**config.mk**
```make
export PLATFORM = sky130hd
export DESIGN_NAME = gemm_tile_size_planner_unit_flat
export DESIGN_NICKNAME = d
export VERILOG_FILES = /design/src/rtl/gtsp_pkg.sv /design/src/rtl/gtsp_req_if.sv /design/src/rtl/gtsp_rsp_if.sv /design/src/rtl/gtsp_div.sv /design/src/rtl/gtsp_dp.sv /design/src/rtl/gtsp_ctrl.sv /design/src/rtl/gemm_tile_size_planner_unit.sv /design/src/flat_wrapper.sv
export SDC_FILE = /design/constraint.sdc
export NUM_CORES = 2
export LEC_CHECK = 0
export BUFFER_PORTS_ARGS = -buffer_cell sky130_fd_sc_hd__buf_4
export CAP_MARGIN = 20
export CORE_AREA = 5 5 372 191
export DETAILED_ROUTE_END_ITERATION = 6
export DIE_AREA = 0 0 377 196
export PLACE_DENSITY = 0.75
export SLEW_MARGIN = 0
export SYNTH_ARGS = -nofsm -noshare
export SYNTH_HDL_FRONTEND = slang
export SYNTH_SLANG_ARGS = --single-unit
```
**constraint.sdc**
```tcl
create_clock -name clk -period 11.3 [get_ports clk]
set_input_delay 1.695 -clock clk [delete_from_list [all_inputs] [get_ports clk]]
set_output_delay 1.695 -clock clk [all_outputs]
set_load 0.005 [all_outputs]
```
**src/rtl/gtsp_pkg.sv**
```systemverilog
// shared widths, defaults, command/status types and helpers of the tile planner
// no dependencies
`timescale 1ns / 1ps

package gtsp_pkg;

	localparam int DIM_W    = 9;
	localparam int BUDGET_W = 20;
	localparam int JOB_W    = 12;
	localparam int DIV_W    = DIM_W + 1;
	localparam int PROD_W   = 2 * DIM_W;
	localparam int NEED_W   = PROD_W + 4;
	localparam int WORK_W   = 3 * DIM_W;

	localparam logic [JOB_W-1:0] JOB_MAX = {JOB_W{1'b1}};
	localparam int ACC_BYTES = 4;

	localparam int PE_DIM_DEF    = 16;
	localparam int K_STEP_DEF    = 32;
	localparam int ALIGN_PAD_DEF = 64;
	localparam int MAX_DIM_DEF   = 256;

	typedef enum logic [1:0] {
		SEL_M,
		SEL_N,
		SEL_K
	} dim_sel_t;

	typedef struct packed {
		logic     load;
		logic     step;
		logic     div_start;
		dim_sel_t div_sel;
		logic     mul;
		logic     out_load;
	} cmd_t;

	typedef struct packed {
		logic invalid;
		logic last_cand;
		logic pipe_busy;
		logic found;
		logic div_done;
	} status_t;

	// first candidate tile size: the step, or the whole dimension if smaller
	function automatic logic [DIM_W-1:0] cand_first(input logic [DIM_W-1:0] dim,
			input logic [DIM_W:0] step);
		return (step < {1'b0, dim}) ? step[DIM_W-1:0] : dim;
	endfunction

	// next candidate: one step up, clipped to the whole dimension
	function automatic logic [DIM_W-1:0] cand_next(input logic [DIM_W-1:0] cur,
			input logic [DIM_W-1:0] dim, input logic [DIM_W:0] step);
		logic [DIM_W:0] nx;
		nx = {1'b0, cur} + step;
		return (nx < {1'b0, dim}) ? nx[DIM_W-1:0] : dim;
	endfunction

endpackage

```
**src/rtl/gtsp_req_if.sv**
```systemverilog
// request channel of the tile planner: valid/ready plus the request fields
// depends on gtsp_pkg
`timescale 1ns / 1ps

interface gtsp_req_if import gtsp_pkg::*; ();
	logic                valid;
	logic                ready;
	logic [DIM_W-1:0]    rows_m;
	logic [DIM_W-1:0]    cols_n;
	logic [DIM_W-1:0]    depth_k;
	logic [BUDGET_W-1:0] scratch_budget;

	modport source (output valid, rows_m, cols_n, depth_k, scratch_budget, input ready);
	modport sink (input valid, rows_m, cols_n, depth_k, scratch_budget, output ready);
endinterface

```
**src/rtl/gtsp_rsp_if.sv**
```systemverilog
// result channel of the tile planner: valid/ready plus the chosen tile
// depends on gtsp_pkg
`timescale 1ns / 1ps

interface gtsp_rsp_if import gtsp_pkg::*; ();
	logic             valid;
	logic             ready;
	logic             found;
	logic [DIM_W-1:0] tile_m;
	logic [DIM_W-1:0] tile_n;
	logic [DIM_W-1:0] tile_k;
	logic [JOB_W-1:0] job_count;

	modport source (output valid, found, tile_m, tile_n, tile_k, job_count, input ready);
	modport sink (input valid, found, tile_m, tile_n, tile_k, job_count, output ready);
endinterface

```
**src/rtl/gtsp_div.sv**
```systemverilog
// restoring divider, one quotient bit per cycle
// depends on gtsp_pkg
`timescale 1ns / 1ps

module gtsp_div import gtsp_pkg::*; (
	input  logic             clk,
	input  logic             arst_n,
	input  logic             start,
	input  logic [DIV_W-1:0] dividend,
	input  logic [DIM_W-1:0] divisor,
	output logic [DIV_W-1:0] quotient,
	output logic             done
);

	localparam int CNT_W = $clog2(DIV_W + 1);

	logic [DIV_W-1:0] rem_q;
	logic [DIV_W-1:0] quo_q;
	logic [CNT_W-1:0] cnt_q;
	logic             busy_q;
	logic             done_q;
	logic [DIV_W-1:0] shifted;
	logic [DIV_W:0]   diff;

	assign shifted = {rem_q[DIV_W-2:0], quo_q[DIV_W-1]};
	assign diff    = {1'b0, shifted} - {2'b00, divisor};

	always_ff @(posedge clk or negedge arst_n) begin
		if (!arst_n) begin
			busy_q <= 1'b0;
			done_q <= 1'b0;
			cnt_q  <= '0;
		end else if (start) begin
			busy_q <= 1'b1;
			done_q <= 1'b0;
			cnt_q  <= CNT_W'(DIV_W);
		end else if (busy_q) begin
			cnt_q <= cnt_q - CNT_W'(1);
			if (cnt_q == CNT_W'(1)) begin
				busy_q <= 1'b0;
				done_q <= 1'b1;
			end
		end else begin
			done_q <= 1'b0;
		end
	end

	always_ff @(posedge clk) begin
		if (start) begin
			rem_q <= '0;
			quo_q <= dividend;
		end else if (busy_q) begin
			if (!diff[DIV_W]) begin
				rem_q <= diff[DIV_W-1:0];
				quo_q <= {quo_q[DIV_W-2:0], 1'b1};
			end else begin
				rem_q <= shifted;
				quo_q <= {quo_q[DIV_W-2:0], 1'b0};
			end
		end
	end

	assign quotient = quo_q;
	assign done     = done_q;

endmodule

```
**src/rtl/gtsp_dp.sv**
```systemverilog
// datapath of the tile planner: candidate counters, fit/work pipeline,
// best-tile registers, job count divider and result register; depends on gtsp_pkg, gtsp_div
`timescale 1ns / 1ps

module gtsp_dp import gtsp_pkg::*; #(
	parameter int PE_DIM    = PE_DIM_DEF,
	parameter int K_STEP    = K_STEP_DEF,
	parameter int ALIGN_PAD = ALIGN_PAD_DEF,
	parameter int MAX_DIM   = MAX_DIM_DEF
) (
	input  logic                clk,
	input  logic                arst_n,
	input  cmd_t                cmd,
	output status_t             status,
	input  logic [DIM_W-1:0]    rows_m,
	input  logic [DIM_W-1:0]    cols_n,
	input  logic [DIM_W-1:0]    depth_k,
	input  logic [BUDGET_W-1:0] scratch_budget,
	output logic                found,
	output logic [DIM_W-1:0]    tile_m,
	output logic [DIM_W-1:0]    tile_n,
	output logic [DIM_W-1:0]    tile_k,
	output logic [JOB_W-1:0]    job_count
);

	localparam logic [DIM_W:0]    STEP_MN = (DIM_W + 1)'(PE_DIM);
	localparam logic [DIM_W:0]    STEP_K  = (DIM_W + 1)'(K_STEP);
	localparam logic [NEED_W-1:0] PAD     = NEED_W'(ALIGN_PAD);

	// request and candidate counters
	logic [DIM_W-1:0]    m_q, n_q, k_q;
	logic [BUDGET_W-1:0] bud_q;
	logic [DIM_W-1:0]    mt_q, nt_q, kt_q;

	// stage 1: partial products
	logic                v_s1, full_s1;
	logic [DIM_W-1:0]    mt_s1, nt_s1, kt_s1;
	logic [PROD_W-1:0]   mk_s1, kn_s1, mn_s1;

	// stage 2: fit check and work
	logic                v_s2;
	logic [DIM_W-1:0]    mt_s2, nt_s2, kt_s2;
	logic [WORK_W-1:0]   w_s2;

	// best tile so far
	logic                found_q;
	logic [WORK_W-1:0]   best_w_q;
	logic [DIM_W-1:0]    best_m_q, best_n_q, best_k_q;

	logic [NEED_W-1:0]   need;
	logic                fit;
	logic                better;

	logic [DIV_W-1:0]    div_a;
	logic [DIM_W-1:0]    div_b;
	logic [DIV_W-1:0]    quo;
	logic                div_done;
	logic [JOB_W-1:0]    jobs_q;
	logic [JOB_W+DIV_W-1:0] jobs_prod;

	always_ff @(posedge clk) begin
		if (cmd.load) begin
			m_q   <= rows_m;
			n_q   <= cols_n;
			k_q   <= depth_k;
			bud_q <= scratch_budget;
			mt_q  <= cand_first(rows_m, STEP_MN);
			nt_q  <= cand_first(cols_n, STEP_MN);
			kt_q  <= cand_first(depth_k, STEP_K);
		end else if (cmd.step) begin
			// m innermost, then n, then k
			if (mt_q == m_q) begin
				mt_q <= cand_first(m_q, STEP_MN);
				if (nt_q == n_q) begin
					nt_q <= cand_first(n_q, STEP_MN);
					kt_q <= cand_next(kt_q, k_q, STEP_K);
				end else begin
					nt_q <= cand_next(nt_q, n_q, STEP_MN);
				end
			end else begin
				mt_q <= cand_next(mt_q, m_q, STEP_MN);
			end
		end
	end

	always_ff @(posedge clk or negedge arst_n) begin
		if (!arst_n) begin
			v_s1 <= 1'b0;
			v_s2 <= 1'b0;
		end else begin
			v_s1 <= cmd.step;
			v_s2 <= v_s1 & fit;
		end
	end

	always_ff @(posedge clk) begin
		mt_s1   <= mt_q;
		nt_s1   <= nt_q;
		kt_s1   <= kt_q;
		full_s1 <= (kt_q == k_q) && (nt_q == n_q);
		mk_s1   <= PROD_W'(mt_q) * PROD_W'(kt_q);
		kn_s1   <= PROD_W'(kt_q) * PROD_W'(nt_q);
		mn_s1   <= PROD_W'(mt_q) * PROD_W'(nt_q);
	end

	// scratch need: packed operands, plus accumulator and pad unless full n and k
	always_comb begin
		need = NEED_W'(mk_s1) + NEED_W'(kn_s1);
		if (!full_s1) begin
			need = need + NEED_W'(mn_s1) * NEED_W'(ACC_BYTES) + PAD;
		end
		fit = need <= NEED_W'(bud_q);
	end

	always_ff @(posedge clk) begin
		mt_s2 <= mt_s1;
		nt_s2 <= nt_s1;
		kt_s2 <= kt_s1;
		w_s2  <= WORK_W'(mn_s1) * WORK_W'(kt_s1);
	end

	// candidates arrive in increasing (k, n, m) order, so an equal work wins the tie
	assign better = v_s2 && (!found_q || (w_s2 >= best_w_q));

	always_ff @(posedge clk or negedge arst_n) begin
		if (!arst_n) begin
			found_q <= 1'b0;
		end else if (cmd.load) begin
			found_q <= 1'b0;
		end else if (better) begin
			found_q <= 1'b1;
		end
	end

	always_ff @(posedge clk) begin
		if (better) begin
			best_w_q <= w_s2;
			best_m_q <= mt_s2;
			best_n_q <= nt_s2;
			best_k_q <= kt_s2;
		end
	end

	// ceiling division operands
	always_comb begin
		case (cmd.div_sel)
			SEL_M: begin
				div_a = {1'b0, m_q} + {1'b0, best_m_q} - DIV_W'(1);
				div_b = best_m_q;
			end
			SEL_N: begin
				div_a = {1'b0, n_q} + {1'b0, best_n_q} - DIV_W'(1);
				div_b = best_n_q;
			end
			SEL_K: begin
				div_a = {1'b0, k_q} + {1'b0, best_k_q} - DIV_W'(1);
				div_b = best_k_q;
			end
			default: begin
				div_a = '0;
				div_b = '1;
			end
		endcase
	end

	gtsp_div u_div (
		.clk      (clk),
		.arst_n   (arst_n),
		.start    (cmd.div_start),
		.dividend (div_a),
		.divisor  (div_b),
		.quotient (quo),
		.done     (div_done)
	);

	assign jobs_prod = (JOB_W + DIV_W)'(jobs_q) * (JOB_W + DIV_W)'(quo);

	always_ff @(posedge clk) begin
		if (cmd.load) begin
			jobs_q <= JOB_W'(1);
		end else if (cmd.mul) begin
			jobs_q <= (jobs_prod > (JOB_W + DIV_W)'(JOB_MAX)) ? JOB_MAX : jobs_prod[JOB_W-1:0];
		end
	end

	always_ff @(posedge clk) begin
		if (cmd.out_load) begin
			found     <= found_q;
			tile_m    <= found_q ? best_m_q : '0;
			tile_n    <= found_q ? best_n_q : '0;
			tile_k    <= found_q ? best_k_q : '0;
			job_count <= found_q ? jobs_q : '0;
		end
	end

	always_comb begin
		status.invalid   = (m_q == '0) || (n_q == '0) || (k_q == '0) ||
			(32'(m_q) > MAX_DIM) || (32'(n_q) > MAX_DIM) || (32'(k_q) > MAX_DIM);
		status.last_cand = (mt_q == m_q) && (nt_q == n_q) && (kt_q == k_q);
		status.pipe_busy = v_s1 | v_s2;
		status.found     = found_q;
		status.div_done  = div_done;
	end

endmodule

```
**src/rtl/gtsp_ctrl.sv**
```systemverilog
// controller of the tile planner: request intake, search sweep, drain,
// job count sequence and result handoff; depends on gtsp_pkg
`timescale 1ns / 1ps

module gtsp_ctrl import gtsp_pkg::*; (
	input  logic    clk,
	input  logic    arst_n,
	input  logic    in_valid,
	output logic    in_ready,
	output logic    out_valid,
	input  logic    out_ready,
	output cmd_t    cmd,
	input  status_t status
);

	typedef enum logic [2:0] {
		ST_IDLE,
		ST_CHECK,
		ST_SEARCH,
		ST_DRAIN,
		ST_DIV_START,
		ST_DIV_WAIT,
		ST_MUL,
		ST_FINISH
	} state_t;

	state_t   state_q;
	dim_sel_t sel_q;
	logic     out_valid_q;

	always_comb begin
		cmd.load      = in_valid && (state_q == ST_IDLE);
		cmd.step      = (state_q == ST_SEARCH);
		cmd.div_start = (state_q == ST_DIV_START);
		cmd.div_sel   = sel_q;
		cmd.mul       = (state_q == ST_MUL);
		cmd.out_load  = (state_q == ST_FINISH) && (!out_valid_q || out_ready);
	end

	always_ff @(posedge clk or negedge arst_n) begin
		if (!arst_n) begin
			state_q     <= ST_IDLE;
			sel_q       <= SEL_M;
			out_valid_q <= 1'b0;
		end else begin
			if (cmd.out_load) begin
				out_valid_q <= 1'b1;
			end else if (out_ready) begin
				out_valid_q <= 1'b0;
			end
			case (state_q)
				ST_IDLE: begin
					if (in_valid) begin
						state_q <= ST_CHECK;
					end
				end
				ST_CHECK: begin
					state_q <= status.invalid ? ST_FINISH : ST_SEARCH;
				end
				ST_SEARCH: begin
					if (status.last_cand) begin
						state_q <= ST_DRAIN;
					end
				end
				ST_DRAIN: begin
					if (!status.pipe_busy) begin
						sel_q   <= SEL_M;
						state_q <= status.found ? ST_DIV_START : ST_FINISH;
					end
				end
				ST_DIV_START: begin
					state_q <= ST_DIV_WAIT;
				end
				ST_DIV_WAIT: begin
					if (status.div_done) begin
						state_q <= ST_MUL;
					end
				end
				ST_MUL: begin
					case (sel_q)
						SEL_M: begin
							sel_q   <= SEL_N;
							state_q <= ST_DIV_START;
						end
						SEL_N: begin
							sel_q   <= SEL_K;
							state_q <= ST_DIV_START;
						end
						default: begin
							state_q <= ST_FINISH;
						end
					endcase
				end
				ST_FINISH: begin
					if (cmd.out_load) begin
						state_q <= ST_IDLE;
					end
				end
				default: begin
					state_q <= ST_IDLE;
				end
			endcase
		end
	end

	assign in_ready  = (state_q == ST_IDLE);
	assign out_valid = out_valid_q;

endmodule

```
**src/rtl/gemm_tile_size_planner_unit.sv**
```systemverilog
// top level of the matrix-multiply tile size planner
// depends on gtsp_pkg, gtsp_req_if, gtsp_rsp_if, gtsp_ctrl, gtsp_dp
`timescale 1ns / 1ps

// Plans the tiling of one matrix multiply per request. A request carries the
// output size rows_m x cols_n, the inner dimension depth_k and a scratch budget
// in bytes; the result gives found, the chosen tile_m/tile_n/tile_k and the
// number of tile jobs. Candidate tile sizes are the multiples of PE_DIM (m, n)
// or K_STEP (k) below the dimension, plus the full dimension. A tile fits when
// its packed operands, plus a 4-byte-per-element accumulator and ALIGN_PAD unless
// the tile covers full n and full k, stay within budget; the largest m*n*k wins,
// ties going to larger k, then n, then m. A zero dimension, one above MAX_DIM,
// or no fitting tile returns found = 0 with all fields zero; job_count saturates
// at 4095. Requests are handled one at a time. The search sweep issues one
// candidate per clock into the fit/compare pipeline, over all candidate tiles (the
// product of the candidate counts of the three dimensions, 2048 for 256 x 256 x
// 256 at the defaults), and the job count then takes three ceiling divisions on
// a shared bit-serial divider. An invalid request skips the search and goes
// straight to the result. A finished result sits in an output register, so the
// next request is taken as soon as the result is loaded, even while that result
// still waits on rsp.
module gemm_tile_size_planner_unit import gtsp_pkg::*; #(
	parameter int PE_DIM    = PE_DIM_DEF,
	parameter int K_STEP    = K_STEP_DEF,
	parameter int ALIGN_PAD = ALIGN_PAD_DEF,
	parameter int MAX_DIM   = MAX_DIM_DEF
) (
	input  logic      clk,
	input  logic      arst_n,
	gtsp_req_if.sink   req,
	gtsp_rsp_if.source rsp
);

	// command and status bundles between controller and datapath
	cmd_t    cmd;
	status_t status;

	// controller: owns request/result handshakes and sequencing
	gtsp_ctrl u_ctrl (
		.clk       (clk),
		.arst_n    (arst_n),
		.in_valid  (req.valid),
		.in_ready  (req.ready),
		.out_valid (rsp.valid),
		.out_ready (rsp.ready),
		.cmd       (cmd),
		.status    (status)
	);

	// datapath: candidate sweep, fit check, best tile, job count, result register
	gtsp_dp #(
		.PE_DIM    (PE_DIM),
		.K_STEP    (K_STEP),
		.ALIGN_PAD (ALIGN_PAD),
		.MAX_DIM   (MAX_DIM)
	) u_dp (
		.clk            (clk),
		.arst_n         (arst_n),
		.cmd            (cmd),
		.status         (status),
		.rows_m         (req.rows_m),
		.cols_n         (req.cols_n),
		.depth_k        (req.depth_k),
		.scratch_budget (req.scratch_budget),
		.found          (rsp.found),
		.tile_m         (rsp.tile_m),
		.tile_n         (rsp.tile_n),
		.tile_k         (rsp.tile_k),
		.job_count      (rsp.job_count)
	);

endmodule

```
**src/flat_wrapper.sv**
```systemverilog
// flat-port wrapper written by rule: the top's interface ports become plain ports
module gemm_tile_size_planner_unit_flat import gtsp_pkg::*;
#(
	parameter int PE_DIM    = PE_DIM_DEF,
	parameter int K_STEP    = K_STEP_DEF,
	parameter int ALIGN_PAD = ALIGN_PAD_DEF,
	parameter int MAX_DIM   = MAX_DIM_DEF
)
  (clk, arst_n, req_valid, req_rows_m, req_cols_n, req_depth_k, req_scratch_budget, req_ready, rsp_valid, rsp_found, rsp_tile_m, rsp_tile_n, rsp_tile_k, rsp_job_count, rsp_ready);
  gtsp_req_if req_i ();
  gtsp_rsp_if rsp_i ();
  input  logic clk;
  input  logic arst_n;
  input wire logic [$bits(req_i.valid)-1:0] req_valid;
  input wire logic [$bits(req_i.rows_m)-1:0] req_rows_m;
  input wire logic [$bits(req_i.cols_n)-1:0] req_cols_n;
  input wire logic [$bits(req_i.depth_k)-1:0] req_depth_k;
  input wire logic [$bits(req_i.scratch_budget)-1:0] req_scratch_budget;
  output wire logic [$bits(req_i.ready)-1:0] req_ready;
  output wire logic [$bits(rsp_i.valid)-1:0] rsp_valid;
  output wire logic [$bits(rsp_i.found)-1:0] rsp_found;
  output wire logic [$bits(rsp_i.tile_m)-1:0] rsp_tile_m;
  output wire logic [$bits(rsp_i.tile_n)-1:0] rsp_tile_n;
  output wire logic [$bits(rsp_i.tile_k)-1:0] rsp_tile_k;
  output wire logic [$bits(rsp_i.job_count)-1:0] rsp_job_count;
  input wire logic [$bits(rsp_i.ready)-1:0] rsp_ready;
  assign req_i.valid = req_valid;
  assign req_i.rows_m = req_rows_m;
  assign req_i.cols_n = req_cols_n;
  assign req_i.depth_k = req_depth_k;
  assign req_i.scratch_budget = req_scratch_budget;
  assign req_ready = req_i.ready;
  assign rsp_valid = rsp_i.valid;
  assign rsp_found = rsp_i.found;
  assign rsp_tile_m = rsp_i.tile_m;
  assign rsp_tile_n = rsp_i.tile_n;
  assign rsp_tile_k = rsp_i.tile_k;
  assign rsp_job_count = rsp_i.job_count;
  assign rsp_i.ready = rsp_ready;
  gemm_tile_size_planner_unit #(.PE_DIM(PE_DIM), .K_STEP(K_STEP), .ALIGN_PAD(ALIGN_PAD), .MAX_DIM(MAX_DIM)) u_core (.clk(clk), .arst_n(arst_n), .req(req_i), .rsp(rsp_i));
endmodule
```
Word level (Yosys, flattened, before mapping)
Index checks and enable logic that the tools add are counted.

cells by class
  add/sub/neg operators = 14
  $mul = 5
  order comparisons = 14
  equality and inequality tests = 20
  mux-type cells = 51
  bitwise operators = 2
  reductions and logical operators = 32

operator list
  kind                     number
  $mux W9                  20
  $mul A9 B9 Y18           3
  $lt A5 B9 Y1 const A     4
  $add A9 B9 Y10           3
  $lt A10 B9 Y1            3
  $pmux W10 S3             1
  $sub A10 B1 Y10 const B  3
  $eq A9 B9 Y1             3
  $ge A27 B27 Y1           1
  $gt A9 B9 Y1 const B     3
  $logic_not A9 Y1         3
  $mul A18 B9 Y27          1
  $pmux W9 S3              1
  $pmux W3 S8              1
  $add A21 B7 Y22 const B  1
  $gt A22 B12 Y1 const B   1
  $le A22 B20 Y1           1
  $mul A12 B10 Y22         1
  $mux W22                 1
  $add A19 B20 Y21         1
  $add A9 B5 Y10 const B   2
  $mux W10                 2
  $add A18 B18 Y19         1
  $mux W3                  6
  other kinds (31)         71

word-level totals
  bits in registers = 350
  input bits = 51
  output and inout bits = 42
  word-level logic and storage cells = 177

Logic depth before layout (Yosys ltp)
  depth after elaboration = 8
  gate-level depth with buffers = 27
  depth with buffers taken out = 27

Cells and area by module
A second synthesis with hierarchy kept.

second synthesis, totals
  cells, all modules = 3,502
  area, all modules = 33,435.8 sq um

by module, submodules not included
  module     times used  cells an instance  area an instance (sq um)  seq. area each (sq um)
  gtsp_dp    1           3,286              31,443.9                  8,082.8
  gtsp_div   1           166                1,566.5                   630.6
  gtsp_ctrl  1           50                 425.4                     150.1

Least setup slack after synthesis
No wires, ideal clock.

  kind = reg2reg
  start = register u_core.u_dp.u_div.quo_q[9] (netlist: u_core.u_dp.u_div.quotient[9])
  end = register u_core.u_dp.jobs_q[4]
  setup time = 0.148 ns
  arrival time = 5.516 ns
  required time = 11.152 ns
  setup slack = 5.636 ns
  stages on the path, launching flop included = 20
  buffers on the path = 2
  clock period less this slack = 5.664 ns
  cells stage by stage = edfxtp_1 clkbuf_1 and2_1 fa_1 fa_1 fa_1 fa_1 inv_1 fa_1 inv_1 ha_1 a21o_1 o21ai_0 nand3_1 a2111oi_1 o311ai_1 or3_4 a2111oi_4 buf_6 a41oi_2

between the ends
  word-level cells in the longest chain between the ends = 3

ends and longest elaborated chain
  what                    RTL line        text
  from (decl)             gtsp_div.sv:18  logic [DIV_W-1:0] quo_q;
  from (signal assigned)  gtsp_div.sv:51  quo_q <= dividend;
  from (signal assigned)  gtsp_div.sv:55  quo_q <= {quo_q[DIV_W-2:0], 1'b1};
  from (signal assigned)  gtsp_div.sv:58  quo_q <= {quo_q[DIV_W-2:0], 1'b0};
  $mul A12 B10 Y22        gtsp_dp.sv:176  assign jobs_prod = (JOB_W + DIV_W)'(jobs_q) * (JOB_W + DIV_W)'(quo);
  $gt A22 B12 Y1          gtsp_dp.sv:182  jobs_q <= (jobs_prod > (JOB_W + DIV_W)'(JOB_MAX)) ? JOB_MAX : jobs_prod[JOB_W-1:0];
  $mux W12                gtsp_dp.sv:182
  to (signal assigned)    gtsp_dp.sv:182
  to (decl)               gtsp_dp.sv:58   logic [JOB_W-1:0] jobs_q;

Every way passes these cells.
A chain may end at the register's enable or synchronous reset.

Worst setup path after layout
  start = register u_core.u_dp.u_div.quo_q[5] (netlist: u_core.u_dp.u_div.quotient[5])
  end = register u_core.u_dp.jobs_q[11]

between the ends
  word-level cells in the longest chain between the ends = 3

ends and longest elaborated chain
  what                  RTL line
  $mul A12 B10 Y22 (*)  gtsp_dp.sv:176
  $gt A22 B12 Y1        gtsp_dp.sv:182
  $mux W12 (*)          gtsp_dp.sv:182

Every way passes the cells marked *; elsewhere a longest branch is shown, timed or not.

==> impl_metrics.tcl <==
set metrics [dict create \
    viasPerCell 5.55 \
    tns_ns 0 \
    relSlewSlack_pct 20.6 \
    cts-root-buf "clkbuf_16" \
    ioPinCount 93 \
    die_w_um 377 \
    antenna_left 0 \
    clock_latency_ns 0.56 \
    postCtsSetupBuffers 0 \
    ctsHoldBuffers 0 \
    crit_start "u_core.u_dp.u_div.quotient[5]" \
    grt_max_degree 56 \
    dieArea_sq_um 73900 \
    min_from "u_core.u_dp.nt_s1[4]" \
    placementRows 68 \
    rsz0062_at_grt "no" \
    status "completed" \
    wl_per_cell_um 19.7 \
    cap_violations 0 \
    grt_use_total_pct 24.0 \
    die_h_um 196 \
    drt_first_pass_iters 5 \
    tightest_slew_ns 1.19 \
    clk_pin_slew_ns 0.07 \
    layout_common_cells "567 x inv_1, 409 x ha_1, 379 x nand2_1" \
    netlist_area_sq_um 33300 \
    crit_type "flop to flop" \
    final_max_slew_viol_count 0 \
    async_reset_ff_share_pct 4.29 \
    fin_crit_sh_pct 59.3 \
    fillers 5966 \
    initial_core_util_pct 49.2 \
    place_hpwl_um 67800 \
    ctsResizeCount 0 \
    netlist_instances 3480 \
    num_vias 24600 \
    core_area_sq_um 67800 \
    ys.flop_type "edfxtp_1" \
    area_delta_synth_final_pct 7.98 \
    syn_nets 4287 \
    fmax_ghz 0.149 \
    routed_wirelength_um 87200 \
    ys_types 71 \
    overflow 0 \
    drc_errors 0 \
    ys_ff_latch 350 \
    grt_pass1_vias 24800 \
    arrival_ns 7.08 \
    finalHoldViolations 0 \
    yosys_warnings 0 \
    synth_area_per_cell_sq_um 9.58 \
    port_buffers 92 \
    htreeDepth 2 \
    final_common_cell "inv_1" \
    start_kind "flop" \
    synth-edff-count 178 \
    end_kind "flop" \
    hp-class "flop to flop" \
    routabilityCongestion 0.984 \
    required_ns 11.68 \
    layout-drive-gt1-share_pct 5.60 \
    cts_buffers 34 \
    crit-reg2reg-launch "u_core.u_dp.u_div.quotient[5]" \
    cp_max_fo 13 \
    final_nets 4300 \
    clock-sinks 350 \
    antenna_found_initial 8 \
    synth.yosys.seq_area_share_pct 26.6 \
    drt_iter0_drc 2530 \
    grt_first_pass_wirelength_um 140000 \
    cts.path.max_buffers 3 \
    finalClockSkew_ns 0.0228 \
    tritoncts "done" \
    setup_viol 0 \
    period_minus_slack_ns 6.71 \
]
-- cell type report --
cell class | count | area [sq um] | area share (%)
clock inverters | 19 | 210 | 0.584
inverters | 568 | 2130 | 5.92
diodes | 7 | 17.5 | 0.0487
clock buffers | 43 | 946 | 2.63
well taps | 910 | 1140 | 3.16
repair buffers | 111 | 837 | 2.33
multi-input cells | 2428 | 21900 | 60.7
flip-flops and latches | 350 | 8860 | 24.6
-- critical path, stage by stage, from the launching register on --
cell and delay, ns:
edfxtp_1 0.62, and2_1 0.28, fa_1 0.52, inv_1 0.06
fa_1 0.47, inv_1 0.07, fa_1 0.54, fa_1 0.57
inv_1 0.06, fa_1 0.54, inv_1 0.05, ha_1 0.32
o21ai_1 0.10, o21ai_0 0.25, nand3_1 0.12, a2111oi_1 0.41
o311ai_1 0.17, or3_4 0.36, a2111oi_4 0.82, a41oi_1 0.21
-- metrics by stage --
step	util [%]	hold slack, ns	area [sq um]	instances	setup WS [ns]
after CTS	53.1	0.327	36000	4429	4.72
final	53.1	0.328	36000	4436	4.59
after global routing	53.1	0.333	36000	4433	4.26
after floorplan	-	0.310	33300	3480	5.64
after global placement	51.3	0.310	34800	4366	4.81
after detailed placement	51.4	0.312	34800	4367	4.76
-- flip-flops by register name (all words and copies together) (netlist names), 10 cells and up --
name,cells
u_core.u_dp.u_div.quotient,10
u_core.u_dp.jobs_q,12
u_core.u_dp.job_count,12
u_core.u_dp.mk_s1,18
u_core.u_dp.bud_q,20
u_core.u_dp.best_w_q,27
u_core.u_dp.w_s2,27
u_core.u_dp.kn_s1,18
u_core.u_dp.mn_s1,18
-- logic make-up (layout without fill, tap and decap cells) --
group | Yosys count | in the layout | synth area share, %
AO/OA/AOI/OAI | 503 | 503 | 9.90
XOR/XNOR | 142 | 142 | 3.73
adder cells (fa/ha/maj) | 756 | 756 | 36.2
buffers and inverters | 702 | 741 | 7.94
flip-flops | 350 | 350 | 26.6
multiplexers | 26 | 26 | 0.803
other | 0 | 7 | 0
AND/OR/NAND/NOR | 1001 | 1001 | 14.9
-- final timing paths --
kind                       cells after the start                  endpoint  slack, ns
max in group asynchronous                      1  u_core.u_ctrl.state_q[2]      10.02
setup reg to reg                              19    u_core.u_dp.jobs_q[11]       4.59
hold / removal                                 0      u_core.u_dp.nt_s2[4]       0.33
setup / recovery                              19    u_core.u_dp.jobs_q[11]       4.59
hold reg to reg                                0      u_core.u_dp.nt_s2[4]       0.33
min in group asynchronous                      1   u_core.u_ctrl.out_valid       1.02
-- layer usage --
layer | track usage [%] | wire [um]
met4 | 4.19 | 1500
met1 | 37.7 | 41700
met2 | 31.6 | 32600
met5 | 0.195 | 0
met3 | 8.32 | 11400
-- synthesized netlist by cell type, types with 5 or more instances --
master	count	area, sq um
dfxtp_1	157	3140
nand3_1	35	175
ha_1	409	5120
a41oi_2	6	97.6
a21oi_1	116	581
nor2_1	123	462
xnor2_1	103	902
edfxtp_1	178	5350
xor2_1	39	342
nand2b_1	23	144
or2_2	5	31.3
a21o_1	44	330
a22o_1	14	123
nor4_1	6	37.5
a211oi_1	26	195
nand4_1	18	113
dfrtp_1	15	375
nand2_1	379	1420
and2_1	285	1780
or3_1	13	81.3
o211ai_1	17	128
nor3_1	46	230
a31oi_1	17	106
a311oi_1	5	43.8
o31ai_1	13	97.6
mux2i_1	20	200
mux2_2	6	67.6
a31o_2	6	52.6
fa_1	347	6950
a2111oi_0	8	70.1
and3_1	12	75.1
nor2b_1	29	181
o22ai_1	10	62.6
clkbuf_1	127	477
nor3b_1	6	45.0
o21ai_0	126	631
o311ai_0	5	43.8
or4_1	10	75.1
o21bai_1	23	173
inv_1	567	2130
o21a_1	24	180
Power is left out: the tool's default activity adds up to more than one toggle a clock period on the data nets, which glitch-free logic cannot reach.
